### config.mk
export PLATFORM = sky130hd
export DESIGN_NAME = two_row_cellular_automaton
export DESIGN_NICKNAME = d
export VERILOG_FILES = /design/src/hw/rtl/trca_pkg.sv /design/src/hw/rtl/two_row_cellular_automaton.sv /design/src/hw/rtl/trca_ctrl.sv /design/src/hw/rtl/trca_dp.sv
export SDC_FILE = /design/constraint.sdc
export NUM_CORES = 1
export LEC_CHECK = 0
export BUFFER_PORTS_ARGS = -buffer_cell sky130_fd_sc_hd__buf_4
export CORE_MARGIN = 10
export CORE_UTILIZATION = 57
export CTS_CLUSTER_DIAMETER = 40
export DETAILED_ROUTE_END_ITERATION = 7
export HOLD_SLACK_MARGIN = 0.02
export PLACE_DENSITY_LB_ADDON = 0.15
export RECOVER_POWER = 25
export SLEW_MARGIN = 30
export SYNTH_ARGS = -nofsm -noshare
export SYNTH_HDL_FRONTEND = slang
export SYNTH_SLANG_ARGS = --single-unit
### constraint.sdc
create_clock -name i_clk -period 4.74 [get_ports i_clk]
set_input_delay 0.711 -clock i_clk [delete_from_list [all_inputs] [get_ports i_clk]]
set_output_delay 0.711 -clock i_clk [all_outputs]
set_load 0.05 [all_outputs]
### src/hw/rtl/trca_pkg.sv
package trca_pkg;

    // Fixed field widths
    localparam int COL_W       = 6;
    localparam int RULE_W      = 64;
    localparam int NH_W        = 6;
    localparam int CFG_IDX_W   = 1;
    localparam int CFG_DATA_W  = 64;

    // Default ring size
    localparam int RING_WIDTH_DEF = 64;

    // Action codes
    localparam logic [1:0] ACT_LOAD = 2'd0;
    localparam logic [1:0] ACT_STEP = 2'd1;
    localparam logic [1:0] ACT_SHOW = 2'd2;

    // Configuration register indexes
    localparam logic [CFG_IDX_W-1:0] CFG_RULE_TOP    = 1'd0;
    localparam logic [CFG_IDX_W-1:0] CFG_RULE_BOTTOM = 1'd1;

    // Controller to datapath commands
    typedef struct packed {
        logic load;
        logic emit;
        logic step;
    } t_cmd;

    // Datapath to controller status
    typedef struct packed {
        logic at_last;
    } t_sts;

endpackage

### src/hw/rtl/two_row_cellular_automaton.sv
// Load item: written at the accepting edge, the next item may follow at once.
// Step or show item: busy until the last column, one column a cycle through a
// single shared neighbourhood index; column 0 goes via the state and output registers.
// A new item is accepted only when idle again; the receiver cannot stall.
// Reset (synchronous, active low) clears both rows, both rule registers and the controller.
module two_row_cellular_automaton #(
    parameter int RING_WIDTH = trca_pkg::RING_WIDTH_DEF
) (
    input  logic                               i_clk,
    input  logic                               i_rst_n,
    input  logic                               start,
    output logic                               busy,
    input  logic [1:0]                         i_action,
    input  logic [trca_pkg::COL_W-1:0]         i_column,
    input  logic                               i_top_cell,
    input  logic                               i_bottom_cell,
    input  logic                               i_cfg_we,
    input  logic [trca_pkg::CFG_IDX_W-1:0]     i_cfg_idx,
    input  logic [trca_pkg::CFG_DATA_W-1:0]    i_cfg_data,
    output logic                               o_valid,
    output logic [trca_pkg::COL_W-1:0]         o_out_column,
    output logic                               o_out_top,
    output logic                               o_out_bottom,
    output logic                               o_last
);

    trca_pkg::t_cmd w_cmd;
    trca_pkg::t_sts w_sts;

    trca_ctrl u_ctrl (
        .i_clk    (i_clk),
        .i_rst_n  (i_rst_n),
        .start    (start),
        .i_action (i_action),
        .i_sts    (w_sts),
        .o_cmd    (w_cmd),
        .busy     (busy)
    );

    trca_dp #(
        .RING_WIDTH (RING_WIDTH)
    ) u_dp (
        .i_clk         (i_clk),
        .i_rst_n       (i_rst_n),
        .i_cmd         (w_cmd),
        .o_sts         (w_sts),
        .i_column      (i_column),
        .i_top_cell    (i_top_cell),
        .i_bottom_cell (i_bottom_cell),
        .i_cfg_we      (i_cfg_we),
        .i_cfg_idx     (i_cfg_idx),
        .i_cfg_data    (i_cfg_data),
        .o_valid       (o_valid),
        .o_out_column  (o_out_column),
        .o_out_top     (o_out_top),
        .o_out_bottom  (o_out_bottom),
        .o_last        (o_last)
    );

endmodule

### src/hw/rtl/trca_ctrl.sv
module trca_ctrl (
    input  logic              i_clk,
    input  logic              i_rst_n,
    input  logic              start,
    input  logic [1:0]        i_action,
    input  trca_pkg::t_sts    i_sts,
    output trca_pkg::t_cmd    o_cmd,
    output logic              busy
);

    typedef enum logic [2:0] {
        ST_IDLE = 3'b001,
        ST_STEP = 3'b010,
        ST_SHOW = 3'b100
    } t_state;

    t_state r_state;
    t_state n_state;

    always_comb begin
        n_state = r_state;
        o_cmd   = '0;
        unique case (r_state)
            ST_IDLE: begin
                if (start) begin
                    unique case (i_action)
                        trca_pkg::ACT_LOAD: o_cmd.load = 1'b1;
                        trca_pkg::ACT_STEP: n_state = ST_STEP;
                        trca_pkg::ACT_SHOW: n_state = ST_SHOW;
                        default: ;
                    endcase
                end
            end
            ST_STEP: begin
                o_cmd.emit = 1'b1;
                o_cmd.step = 1'b1;
                if (i_sts.at_last) begin
                    n_state = ST_IDLE;
                end
            end
            ST_SHOW: begin
                o_cmd.emit = 1'b1;
                if (i_sts.at_last) begin
                    n_state = ST_IDLE;
                end
            end
            default: n_state = ST_IDLE;
        endcase
    end

    always_ff @(posedge i_clk) begin
        if (!i_rst_n) begin
            r_state <= ST_IDLE;
        end else begin
            r_state <= n_state;
        end
    end

    assign busy = (r_state != ST_IDLE);

endmodule

### src/hw/rtl/trca_dp.sv
module trca_dp #(
    parameter int RING_WIDTH = trca_pkg::RING_WIDTH_DEF
) (
    input  logic                               i_clk,
    input  logic                               i_rst_n,
    input  trca_pkg::t_cmd                     i_cmd,
    output trca_pkg::t_sts                     o_sts,
    input  logic [trca_pkg::COL_W-1:0]         i_column,
    input  logic                               i_top_cell,
    input  logic                               i_bottom_cell,
    input  logic                               i_cfg_we,
    input  logic [trca_pkg::CFG_IDX_W-1:0]     i_cfg_idx,
    input  logic [trca_pkg::CFG_DATA_W-1:0]    i_cfg_data,
    output logic                               o_valid,
    output logic [trca_pkg::COL_W-1:0]         o_out_column,
    output logic                               o_out_top,
    output logic                               o_out_bottom,
    output logic                               o_last
);

    localparam int CW = $clog2(RING_WIDTH);
    localparam logic [CW-1:0] LAST_COL = CW'(RING_WIDTH - 1);

    logic [RING_WIDTH-1:0]          r_top;
    logic [RING_WIDTH-1:0]          r_bot;
    logic [trca_pkg::RULE_W-1:0]    r_rule_top;
    logic [trca_pkg::RULE_W-1:0]    r_rule_bot;
    logic [CW-1:0]                  r_cnt;
    logic                           r_prev_t;
    logic                           r_prev_b;
    logic                           r_first_t;
    logic                           r_first_b;

    logic                           w_at_last;
    logic                           w_at_first;
    logic [CW-1:0]                  w_right_idx;
    logic                           w_left_t;
    logic                           w_left_b;
    logic                           w_ctr_t;
    logic                           w_ctr_b;
    logic                           w_right_t;
    logic                           w_right_b;
    logic [trca_pkg::NH_W-1:0]      w_nh;
    logic                           w_new_t;
    logic                           w_new_b;
    logic                           w_load_ok;

    assign w_at_last   = (r_cnt == LAST_COL);
    assign w_at_first  = (r_cnt == '0);
    assign w_right_idx = w_at_last ? '0 : r_cnt + 1'b1;

    // Columns below the counter already hold the new generation: take the
    // old left cell from the saved copy, and the old column 0 from its copy.
    assign w_left_t  = w_at_first ? r_top[LAST_COL] : r_prev_t;
    assign w_left_b  = w_at_first ? r_bot[LAST_COL] : r_prev_b;
    assign w_ctr_t   = r_top[r_cnt];
    assign w_ctr_b   = r_bot[r_cnt];
    assign w_right_t = w_at_last ? r_first_t : r_top[w_right_idx];
    assign w_right_b = w_at_last ? r_first_b : r_bot[w_right_idx];

    assign w_nh    = {w_right_b, w_ctr_b, w_left_b, w_right_t, w_ctr_t, w_left_t};
    assign w_new_t = r_rule_top[w_nh];
    assign w_new_b = r_rule_bot[w_nh];

    assign w_load_ok = ({1'b0, i_column} < (trca_pkg::COL_W + 1)'(RING_WIDTH));

    assign o_sts.at_last = w_at_last;

    always_ff @(posedge i_clk) begin
        if (!i_rst_n) begin
            r_top      <= '0;
            r_bot      <= '0;
            r_rule_top <= '0;
            r_rule_bot <= '0;
            r_cnt      <= '0;
            o_valid    <= 1'b0;
        end else begin
            if (i_cfg_we) begin
                unique case (i_cfg_idx)
                    trca_pkg::CFG_RULE_TOP:    r_rule_top <= i_cfg_data;
                    trca_pkg::CFG_RULE_BOTTOM: r_rule_bot <= i_cfg_data;
                    default: ;
                endcase
            end
            if (i_cmd.load && w_load_ok) begin
                r_top[i_column[CW-1:0]] <= i_top_cell;
                r_bot[i_column[CW-1:0]] <= i_bottom_cell;
            end
            if (i_cmd.emit) begin
                r_cnt <= w_at_last ? '0 : r_cnt + 1'b1;
            end
            if (i_cmd.step) begin
                r_top[r_cnt] <= w_new_t;
                r_bot[r_cnt] <= w_new_b;
            end
            o_valid <= i_cmd.emit;
        end
    end

    // Saved old cells and the result register
    always_ff @(posedge i_clk) begin
        if (i_cmd.emit) begin
            r_prev_t <= w_ctr_t;
            r_prev_b <= w_ctr_b;
            if (w_at_first) begin
                r_first_t <= w_ctr_t;
                r_first_b <= w_ctr_b;
            end
            o_out_column <= trca_pkg::COL_W'(r_cnt);
            o_out_top    <= i_cmd.step ? w_new_t : w_ctr_t;
            o_out_bottom <= i_cmd.step ? w_new_b : w_ctr_b;
            o_last       <= w_at_last;
        end
    end

endmodule

==> results.yml, run 1 <==
sta:
  fin_worst_skew_ps: 23.5
  holdWs_ps: 434
  worst_pin_slew_ps: 2950
  post-route-period-util_pct: 95.4
  finalSetupTns_ps: 0
  min_period_ps: 4520
  hold_violations: 0
  setup_viol: 0
  slew_headroom_pct: -96.7
  max_freq_ghz: 0.221
  slew_violations: 130
  rsz0062_at_grt: "false"
worst_setup_path:
  worstPathArrival_ps: 4980
  cp_slowest_stage_delay_ps: 460
  path_common_cell: "buf_12"
  crit_slowest_cell: "a21oi_4"
  r2r-start: "u_dp.r_cnt[1]"
  cp-startpoint: "u_dp.r_cnt[1]"
  cp_cell_sequence: "ha_1, and2_1, a21oi_4, buf_12, mux2_2, o22ai_1, a2111oi_0, buf_4, nor4_1, buf_4, a211oi_2, nor3b_1, o2111a_1, a211oi_4, buf_12, buf_12, a31oi_1"
  worst-setup-path-type: "flip-flop to flip-flop"
  cp_data_required_time_ps: 5200
  worstPathMaxFanout: 25
  start_kind: "flip-flop"
  cp-end-kind: "flip-flop"
pwr:
  p_clk_share_pct: 52.7
  vdd_drop_max_mv: 0.302
  leakage_nw: 7.35
  internal_power_mw: 4.64
  share_comb_of_total_power_pct: 8.0
  pwr-share-seq_pct: 39.3
  p_sw_mw: 1.58
  swShare_pct: 25.3
  total_power_mw: 6.22
  power_density_mw_per_mm2: 327
global_route:
  met3_usage_pct: 5.35
  grt_pass1_wl_mm: 88.9
  grt_antenna_before_repair: 0
  use_met1_pct: 39.0
  overflow: 0
  grtUsageTotal_pct: 30.5
  grt-busiest-layer: "met2"
  grtUsageMet2_pct: 49.6
  grt_max_degree: 124
  first_global_vias: 15700
routing:
  first_pass_iters: 6
  drtIter0Drc: 1852
  wl_per_cell_microns: 21.7
  drt-total-wl_mm: 56.8
  via_per_inst: 6.35
  drc: 0
  ant_nets: 0
  vias: 16600
final_layout:
  antenna_cells: 0
  num-nets-final: 2279
  syn2layout_area_growth_pct: 15.3
  fill_cells: 2396
  drive_above_1_share_pct: 15.5
synth:
  async_flop_share_pct: 0
  synth_edf_count: 13
  synthCells: 2182
  ys_warn_count: 0
  synth-seq-cells: 279
  yosys.area_share.simple_pct: 27.9
  synth_compound_area_share_pct: 20.1
  yosysUniqueCellTypes: 79
  yosysSeqAreaShare_pct: 34.7
  netlist_area_sq_mm: 0.0165
  synth_adder_area_share_pct: 0.152
  synth_top_family_by_area: "simple AND/OR/NAND/NOR gates"
  syn_nets: 2263
  synthXorXnorAreaFrac_pct: 0.516
  ys.flop_type: "dfxtp_1"
  yosys-mux-area-fraction_pct: 10.5
  syn_area_per_cell_sq_um: 7.56
die:
  die_area_sq_mm: 0.0361
  initial_utilization_pct: 57.6
  rows: 62
  io_pins: 90
  fp.dieH_microns: 190
  dieWidth_microns: 190
  coreArea_sq_mm: 0.0286
flow_run:
  maxCapViolCount: 2
status:
  violations: "max-capacitance violations, max-slew violations"
  status: "finished, violations left"
cts:
  clockBufferDepth: 3
  numCtsBuffers: 43
  insertion_delay_ps: 540
  cts-root-buf: "clkbuf_16"
  cts_tree: "built"
  clk_pin_slew_ps: 50
  clkSinkCount: 279
  post_cts_buffers: 0
  h-tree-depth: 2
worst_hold_path:
  min_from: "i_cfg_data[1]"
  hold_path_class: "primary input to flip-flop"
placement:
  portBuffers: 89
  dpl.hpwl_mm: 38.7
  gp_congestion: 1.02
==> through the flow <==
step / utilization, % / std cells / instance area, sq um / setup slack [ps]
final: 66.4 / 2617 / 19000 / 218
after detailed placement: 61.3 / 2537 / 17500 / 327
after floorplan: - / 2182 / 16500 / 483
after global placement: 61.2 / 2537 / 17500 / 412
after CTS: 66.5 / 2617 / 19000 / 312
after global routing: 66.4 / 2617 / 19000 / 12.0
==> worst max-delay path: cells and delay by family (launching register included) <==
| family | cells | cell delay (ps) |
|---|---|---|
| simple gates | 3 | 630 |
| compound gates | 7 | 1960 |
| buf+inv | 5 | 930 |
| flops | 1 | 390 |
| mux | 1 | 200 |
| fa+ha+maj | 1 | 310 |
==> synth_stat cells, drive strengths merged, types with 8 or more instances <==
master | count | area (sq um)
nor3b | 11 | 82.6
nand3b | 9 | 71.3
a31oi | 138 | 863
nand2b | 14 | 87.6
nor3 | 16 | 85.1
a21oi | 30 | 161
nor2 | 74 | 280
nand3 | 196 | 986
a211oi | 22 | 175
o21ai | 90 | 462
buf | 57 | 413
and3 | 8 | 50.1
mux4 | 37 | 833
o221ai | 11 | 96.3
and2 | 20 | 125
edfxtp | 13 | 390
clkbuf | 146 | 548
inv | 11 | 41.3
a21boi | 128 | 961
mux2 | 18 | 203
o211ai | 10 | 75.1
dfxtp | 266 | 5330
o211a | 11 | 110
mux2i | 69 | 703
nand2 | 678 | 2540
==> power groups by stage <==
stage | sequential, mW | combinational [mW] | clock [mW]
global route | 2.45 | 0.535 | 3.40
detailed placement | 2.50 | 0.489 | 0
global placement | 2.49 | 0.485 | 0
finish | 2.45 | 0.498 | 3.28
CTS | 2.45 | 0.491 | 3.30
floorplan | 2.49 | 0.309 | 0
==> final cells by class <==
class	instances	area, sq um	area share, %
Multi-Input combinational cell	1688	9870	51.9
Sequential cell	279	5720	30.1
Timing Repair Buffer	174	1410	7.40
Clock buffer	51	1150	6.03
Tap cell	384	480	2.53
Clock inverter	29	352	1.85
Inverter	12	45.0	0.237
==> flip-flops by register name (all words and copies together), names as in the netlist <==
register           count
u_dp.r_bot            64
u_dp.r_rule_bot       64
u_dp.r_rule_top       64
u_dp.r_top            64
u_dp.o_out_column      6
u_dp.r_cnt             6
u_ctrl.r_state         3
u_dp.o_last            1
u_dp.o_out_bottom      1
u_dp.o_out_top         1
u_dp.o_valid           1
u_dp.r_first_b         1
u_dp.r_first_t         1
u_dp.r_prev_b          1
u_dp.r_prev_t          1
==> timing repair <==
action	CTS	global route
gates resized for setup	0	1
hold buffers	0	0
setup endpoints to repair	0	3
==> cell usage in the layout, fill, tap and decap left out, drive strengths merged, types with 9 or more instances in the layout <==
master and n:
a211oi 22, nor3b 11, mux2i 69, a31oi 138, clkbuf 56, a21boi 128, nand3 196, and2 20
o211ai 10, a21oi 30, buf 169, nand2 678, nand3b 9, mux2 18, edfxtp 13, o211a 11
nor3 16, o21ai 90, nor2 74, inv 21, dfxtp 266, o221ai 11, clkinv 11, mux4 37
nand2b 14
==> routing by layer <==
metal | vias up | routed length [microns] | part of all wire (%)
li1 | 7730 | - | -
met1 | 7929 | 22800 | 40
met2 | 799 | 26900 | 47
met3 | 172 | 4570 | 8.0
met4 | 0 | 2510 | 4.4
met5 | - | 0 | 0
==> kinds of logic (layout without fill, tap and decap cells) <==
family	after synthesis	in the layout
simple gates	1064	1064
flops	279	279
mux	124	124
xor+xnor	8	8
compound gates	490	490
buf+inv	215	266
fa+ha+maj	2	2
==> worst paths after layout <==
check / to / cells after the start / slack, ps
worst min register to register: u_dp.r_rule_top[39] / 2 / 460
worst max-delay path: u_dp.r_top[8] / 17 / 220
worst min-delay path: u_dp.r_rule_bot[1] / 3 / 430
worst max register to register: u_dp.r_top[8] / 17 / 220
Power figures use the tool's default switching activity.
==> run 2, diff against run 1 <==
--- a/config.mk
+++ b/config.mk
@@ -9,3 +9,3 @@
 export CORE_MARGIN = 10
-export CORE_UTILIZATION = 57
+export CORE_UTILIZATION = 30
 export CTS_CLUSTER_DIAMETER = 40
--- a/constraint.sdc
+++ b/constraint.sdc
@@ -3,2 +3,2 @@
 set_output_delay 0.711 -clock i_clk [all_outputs]
-set_load 0.05 [all_outputs]
+set_load 0.1 [all_outputs]
==> run 2 against run 1 <==
Effect of this change:
- the run still ends with max-capacitance violations, max-slew violations left
- clock power up 47%
- critical path depth down 4
- sequential share of layout area is 2.2 points lower
- power rose by 26%
- global-route usage decreased by 11 points
- critical path type unchanged
==> results.yml, run 2 (synthesis gave the netlist of run 1 again) <==
status:
  status: "finished, violations left"
  violations: "max-capacitance violations, max-slew violations"
routing:
  ant_nets: 0
  drc: 0
  wl_per_cell_microns: 21.6
  vias: 16500
  first_pass_iters: 7
  drtIter0Drc: 1381
  drt-total-wl_mm: 64.7
  via_per_inst: 5.53
die:
  dieWidth_microns: 254
  rows: 85
  die_area_sq_mm: 0.0648
  io_pins: 90
  coreArea_sq_mm: 0.0541
  fp.dieH_microns: 254
  initial_utilization_pct: 30.5
worst_setup_path:
  worst-setup-path-type: "flip-flop to flip-flop"
  worstPathMaxFanout: 20
  cp_data_required_time_ps: 5160
  start_kind: "flip-flop"
  cp_cell_sequence: "buf_4, nand2b_1, o22a_1, o21ai_0, o21ai_0, and3_2, mux2i_1, o2111ai_1, o31a_1, nand4_1, o2111a_2, buf_4, a31oi_1"
  worstPathArrival_ps: 4990
  cp_slowest_stage_delay_ps: 660
  crit_slowest_cell: "dfxtp_2"
  cp-end-kind: "flip-flop"
final_layout:
  final_common_cell: "nand2_1"
  fin_cells: 2991
  syn2layout_area_growth_pct: 24.3
  num-nets-final: 2325
  final_util_pct: 37.9
  antenna_cells: 0
  drive_above_1_share_pct: 17.7
  layout_common_cells: "nand2_1, dfxtp_1, nand3_1"
cts:
  post_cts_buffers: 0
  clk_pin_slew_ps: 50
  insertion_delay_ps: 620
  numCtsBuffers: 61
  clockBufferDepth: 3
  cts-root-buf: "clkbuf_16"
  cts_resized: 0
  cts_hold_buf: 0
  clkSinkCount: 279
  cts_tree: "built"
  h-tree-depth: 2
pwr:
  power_density_mw_per_mm2: 382
  total_power_mw: 7.82
  vdd_drop_max_mv: 0.295
  leakage_nw: 7.89
sta:
  post-route-period-util_pct: 96.3
  max_freq_ghz: 0.219
  rsz0062_at_grt: "false"
  slew_headroom_pct: -105
  worst_pin_slew_ps: 3080
  finalSetupTns_ps: 0
  hold_violations: 0
  setup_viol: 0
  min_period_ps: 4570
  slew_violations: 132
  fin_worst_skew_ps: 29.8
  holdWs_ps: 362
placement:
  placedCellCount: 2876
  portBuffers: 89
  dpl.hpwl_mm: 44.5
  gp_congestion: 0.984
global_route:
  grtUsageTotal_pct: 19.6
  first_global_vias: 15800
  overflow: 0
  grt_max_degree: 139
  grt_antenna_before_repair: 0
  grt_pass1_wl_mm: 98.5
worst_hold_path:
  hold_path_class: "primary input to flip-flop"
flow_run:
  maxCapViolCount: 3
run 2: stage by stage:
stage | setup slack, ps | instance area [sq um]
3_5_place_dp | 350 | 18200
4_1_cts | 331 | 20500
6_report | 174 | 20500
3_3_place_gp | 407 | 18200
5_1_grt | 39.5 | 20500
2_1_floorplan | 483 | 16500
run 2: path summary, 6_finish.rpt:
| check | from | cells after the start | slack, ps | end |
|---|---|---|---|---|
| max | u_dp.r_cnt[2] | 13 | 170 | u_dp.r_bot[41] |
| min | i_cfg_data[26] | 3 | 360 | u_dp.r_rule_top[26] |
| max reg2reg | u_dp.r_cnt[2] | 13 | 170 | u_dp.r_bot[41] |
| min reg2reg | u_dp.r_rule_top[62] | 2 | 460 | u_dp.r_rule_top[62] |
run 2: layer usage:
metal / part of all wire (%) / wire (microns) / global-route usage (%)
met5: 0 / 0 / 0
met4: 2.7 / 1770 / 6.53
met3: 5.5 / 3580 / 2.74
met2: 46 / 29900 / 31.2
met1: 46 / 29500 / 26.6
run 2: area by class of cell:
type                    count  area [sq um]
well taps                 696           871
clock buffers              73          1670
flip-flops and latches    279          5720
fillers                  5505         33600
clock inverters            41           671
inverters                  12          45.0
repair buffers            202          1650
multi-input cells        1688          9870
run 2: report_power, final:
part / internal, mW / switching (mW)
registers: 2.42 / 0.0294
logic: 0.198 / 0.342
clock network: 3.38 / 1.46
run 2: critical path, delay by kind of cell, from the launching register on:
family	cells	cell delay [ps]
compound gates	7	1490
simple gates	3	1030
flops	1	660
buf+inv	2	580
mux	1	570
==> run 3, diff against run 2 <==
SYNTH_HIERARCHICAL = 1   (was unset)
==> run 3 against run 2 <==
Effect of this change:
- flip-flop and latch count is the same
- setup slack gained 85 ps
- the flow still finishes with violations (max-capacitance violations, max-slew violations)
- synthesized cell count grew 2.2%
- hold slack lost 11 ps
- die area grew 3.1%
- clock power shrank 13%
- routed wire length grew 6.7%
- count of clock-buffer cells in the layout shrank 2
- sequential share of layout area shrank 0.14 points
- final area grew 0.52%
- register-to-register slack gained 80 ps
- non-clock buffer count shrank 38
==> results.yml, run 3 <==
cts:
  post_cts_buffers: 0
  clockBufferDepth: 3
  insertion_delay_ps: 630
  cts_hold_buf: 0
  clk_pin_slew_ps: 50
  cts_tree: "built"
  numCtsBuffers: 56
  cts_resized: 0
  h-tree-depth: 2
  cts-root-buf: "clkbuf_16"
  clkSinkCount: 279
worst_hold_path:
  min_delay_worst_endpoint: "u_dp/r_rule_top[4]"
  holdPathStages: 3
  hold_path_class: "primary input to flip-flop"
  min_from: "i_cfg_data[4]"
routing:
  vias: 17000
  drtIter0Drc: 1356
  drt-total-wl_mm: 69.0
  drc: 0
  via_per_inst: 5.56
  ant_nets: 0
  first_pass_iters: 8
  wl_per_cell_microns: 22.6
worst_setup_path:
  worst-setup-path-type: "flip-flop to flip-flop"
  cp_cell_sequence: "clkinv_1, ha_1, buf_4, buf_4, and2_1, buf_4, a221oi_1, a31oi_1, or4_1, nand2_1, mux4_2, a22oi_2, buf_12, o211a_1"
  start_kind: "flip-flop"
  r2r-start: "u_dp/r_cnt[0]"
  cp_data_required_time_ps: 5280
  worstPathMaxFanout: 33
  rr_endpoint: "u_dp/r_top[28]"
  cp_slowest_stage_delay_ps: 640
  crit_buf_inv: 5
  path_common_cell: "buf_4"
  cp-end-kind: "flip-flop"
  path_delay_family: "compound AO/OA/AOI/OAI gates"
  r2r_slack_ps: 260
  worstRegToRegCells: 14
  worstPathArrival_ps: 5020
  crit_slowest_cell: "ha_1"
global_route:
  overflow: 0
  grtUsageTotal_pct: 20.1
  first_global_vias: 16500
  grt_pass1_wl_mm: 105
  grt_antenna_before_repair: 0
  grt_max_degree: 95
sta:
  finalSetupTns_ps: 0
  max_freq_ghz: 0.223
  slew_headroom_pct: -116
  min_period_ps: 4480
  worst_pin_slew_ps: 3240
  setup_viol: 0
  rsz0062_at_grt: "false"
  fin_worst_skew_ps: 39.9
  fin_ws_ps: 258
  holdWs_ps: 351
  hold_violations: 0
  post-route-period-util_pct: 94.5
  slew_violations: 87
pwr:
  vdd_drop_max_mv: 0.279
  total_power_mw: 7.18
  power_density_mw_per_mm2: 349
  leakage_nw: 7.95
synth:
  syn_area_per_cell_sq_um: 7.65
  synth-seq-cells: 279
  ys_warn_count: 6
  synth_common_cells: "nand2_1, dfxtp_1, nand3_1"
  synth_edf_count: 13
  yosysUniqueCellTypes: 75
  syn_nets: 2312
  async_flop_share_pct: 0
  ys.flop_type: "dfxtp_1"
  yosysSeqAreaShare_pct: 33.5
  netlist_area_sq_mm: 0.0170
  synth_area_leaders: "dfxtp_1, nand2_1, nand3_1, a21boi_0, mux4_2"
  synth_top_area_share_pct: 31.2
  synth.most_common_cell: "nand2_1"
  synthCells: 2229
  synth_top_area_cell: "dfxtp_1"
final_layout:
  seqCellArea_sq_mm: 0.00572
  antenna_cells: 0
  fill_cells: 5851
  fin_cells: 3057
  multiInputGateArea_sq_mm: 0.0105
  syn2layout_area_growth_pct: 20.9
  num-nets-final: 2336
  final_util_pct: 36.6
  layout_common_cells: "nand2_1, dfxtp_1, nand3_1"
  drive_above_1_share_pct: 15.9
  final_common_cell: "nand2_1"
  final_cell_area_sq_mm: 0.0206
die:
  io_pins: 90
  fp.dieH_microns: 258
  rows: 87
  initial_utilization_pct: 30.3
  die_area_sq_mm: 0.0667
  dieWidth_microns: 258
  coreArea_sq_mm: 0.0563
placement:
  gp_congestion: 0.952
  dpl.hpwl_mm: 45.6
  dp_slack_ps: 331
  placed_area_sq_mm: 0.0186
  placedCellCount: 2951
  portBuffers: 89
status:
  violations: "max-capacitance violations, max-slew violations"
  status: "finished, violations left"
flow_run:
  maxCapViolCount: 2
-- run 3: cell families (layout without fill, tap and decap cells) --
logic type	count (synthesis)	count (layout)	share of synthesized area, %
flip-flops	279	279	33.5
multiplexers	125	125	10.4
AO/OA/AOI/OAI	463	463	20.3
buffers and inverters	210	282	5.55
XOR/XNOR	6	6	0.352
adder cells (fa/ha/maj)	4	4	0.294
AND/OR/NAND/NOR	1142	1142	29.6
-- run 3: worst max path at each step --
stage / start / to / slack [ps] / cells past startpoint
after global placement: u_dp/r_cnt[0] / u_dp/r_top[16] / 420 / 14
after CTS: u_dp/r_cnt[0] / u_dp/r_top[34] / 320 / 14
final: u_dp/r_cnt[0] / u_dp/r_top[28] / 260 / 14
after global routing: u_dp/r_cnt[0] / u_dp/r_bot[16] / 60 / 15
after detailed placement: u_dp/r_cnt[0] / u_dp/r_top[34] / 330 / 14
after floorplan: u_dp/r_cnt[1] / u_dp/o_out_top / 690 / 16
-- run 3: per-layer routing --
layer  part of all wire, %  GRT usage (%)  routed length, microns
met1                    46           26.9                   31700
met2                    47           32.9                   32200
met3                   5.0           2.90                    3430
met4                   2.5           6.14                    1740
met5                     0              0                       0
-- run 3: final cells by class --
class	count	share of cell area, %
Sequential cell	279	27.8
Tap cell	756	4.59
Clock buffer	71	7.67
Clock inverter	35	2.17
Timing Repair Buffer	164	6.63
Inverter	12	0.219
Multi-Input combinational cell	1740	51.0
-- run 3: worst register-to-register path: stages, from the launching register on --
cell	delay, ps
dfxtp_2	350
clkinv_1	90
ha_1	640
buf_4	330
buf_4	150
and2_1	140
buf_4	160
a221oi_1	280
a31oi_1	130
or4_1	490
nand2_1	170
mux4_2	520
a22oi_2	450
buf_12	280
o211a_1	230
-- run 3: power by group --
part / switching [mW] / internal [mW]
combinational: 0.361 / 0.177
clock: 1.44 / 2.76
sequential: 0.0287 / 2.42
total: 1.83 / 5.35
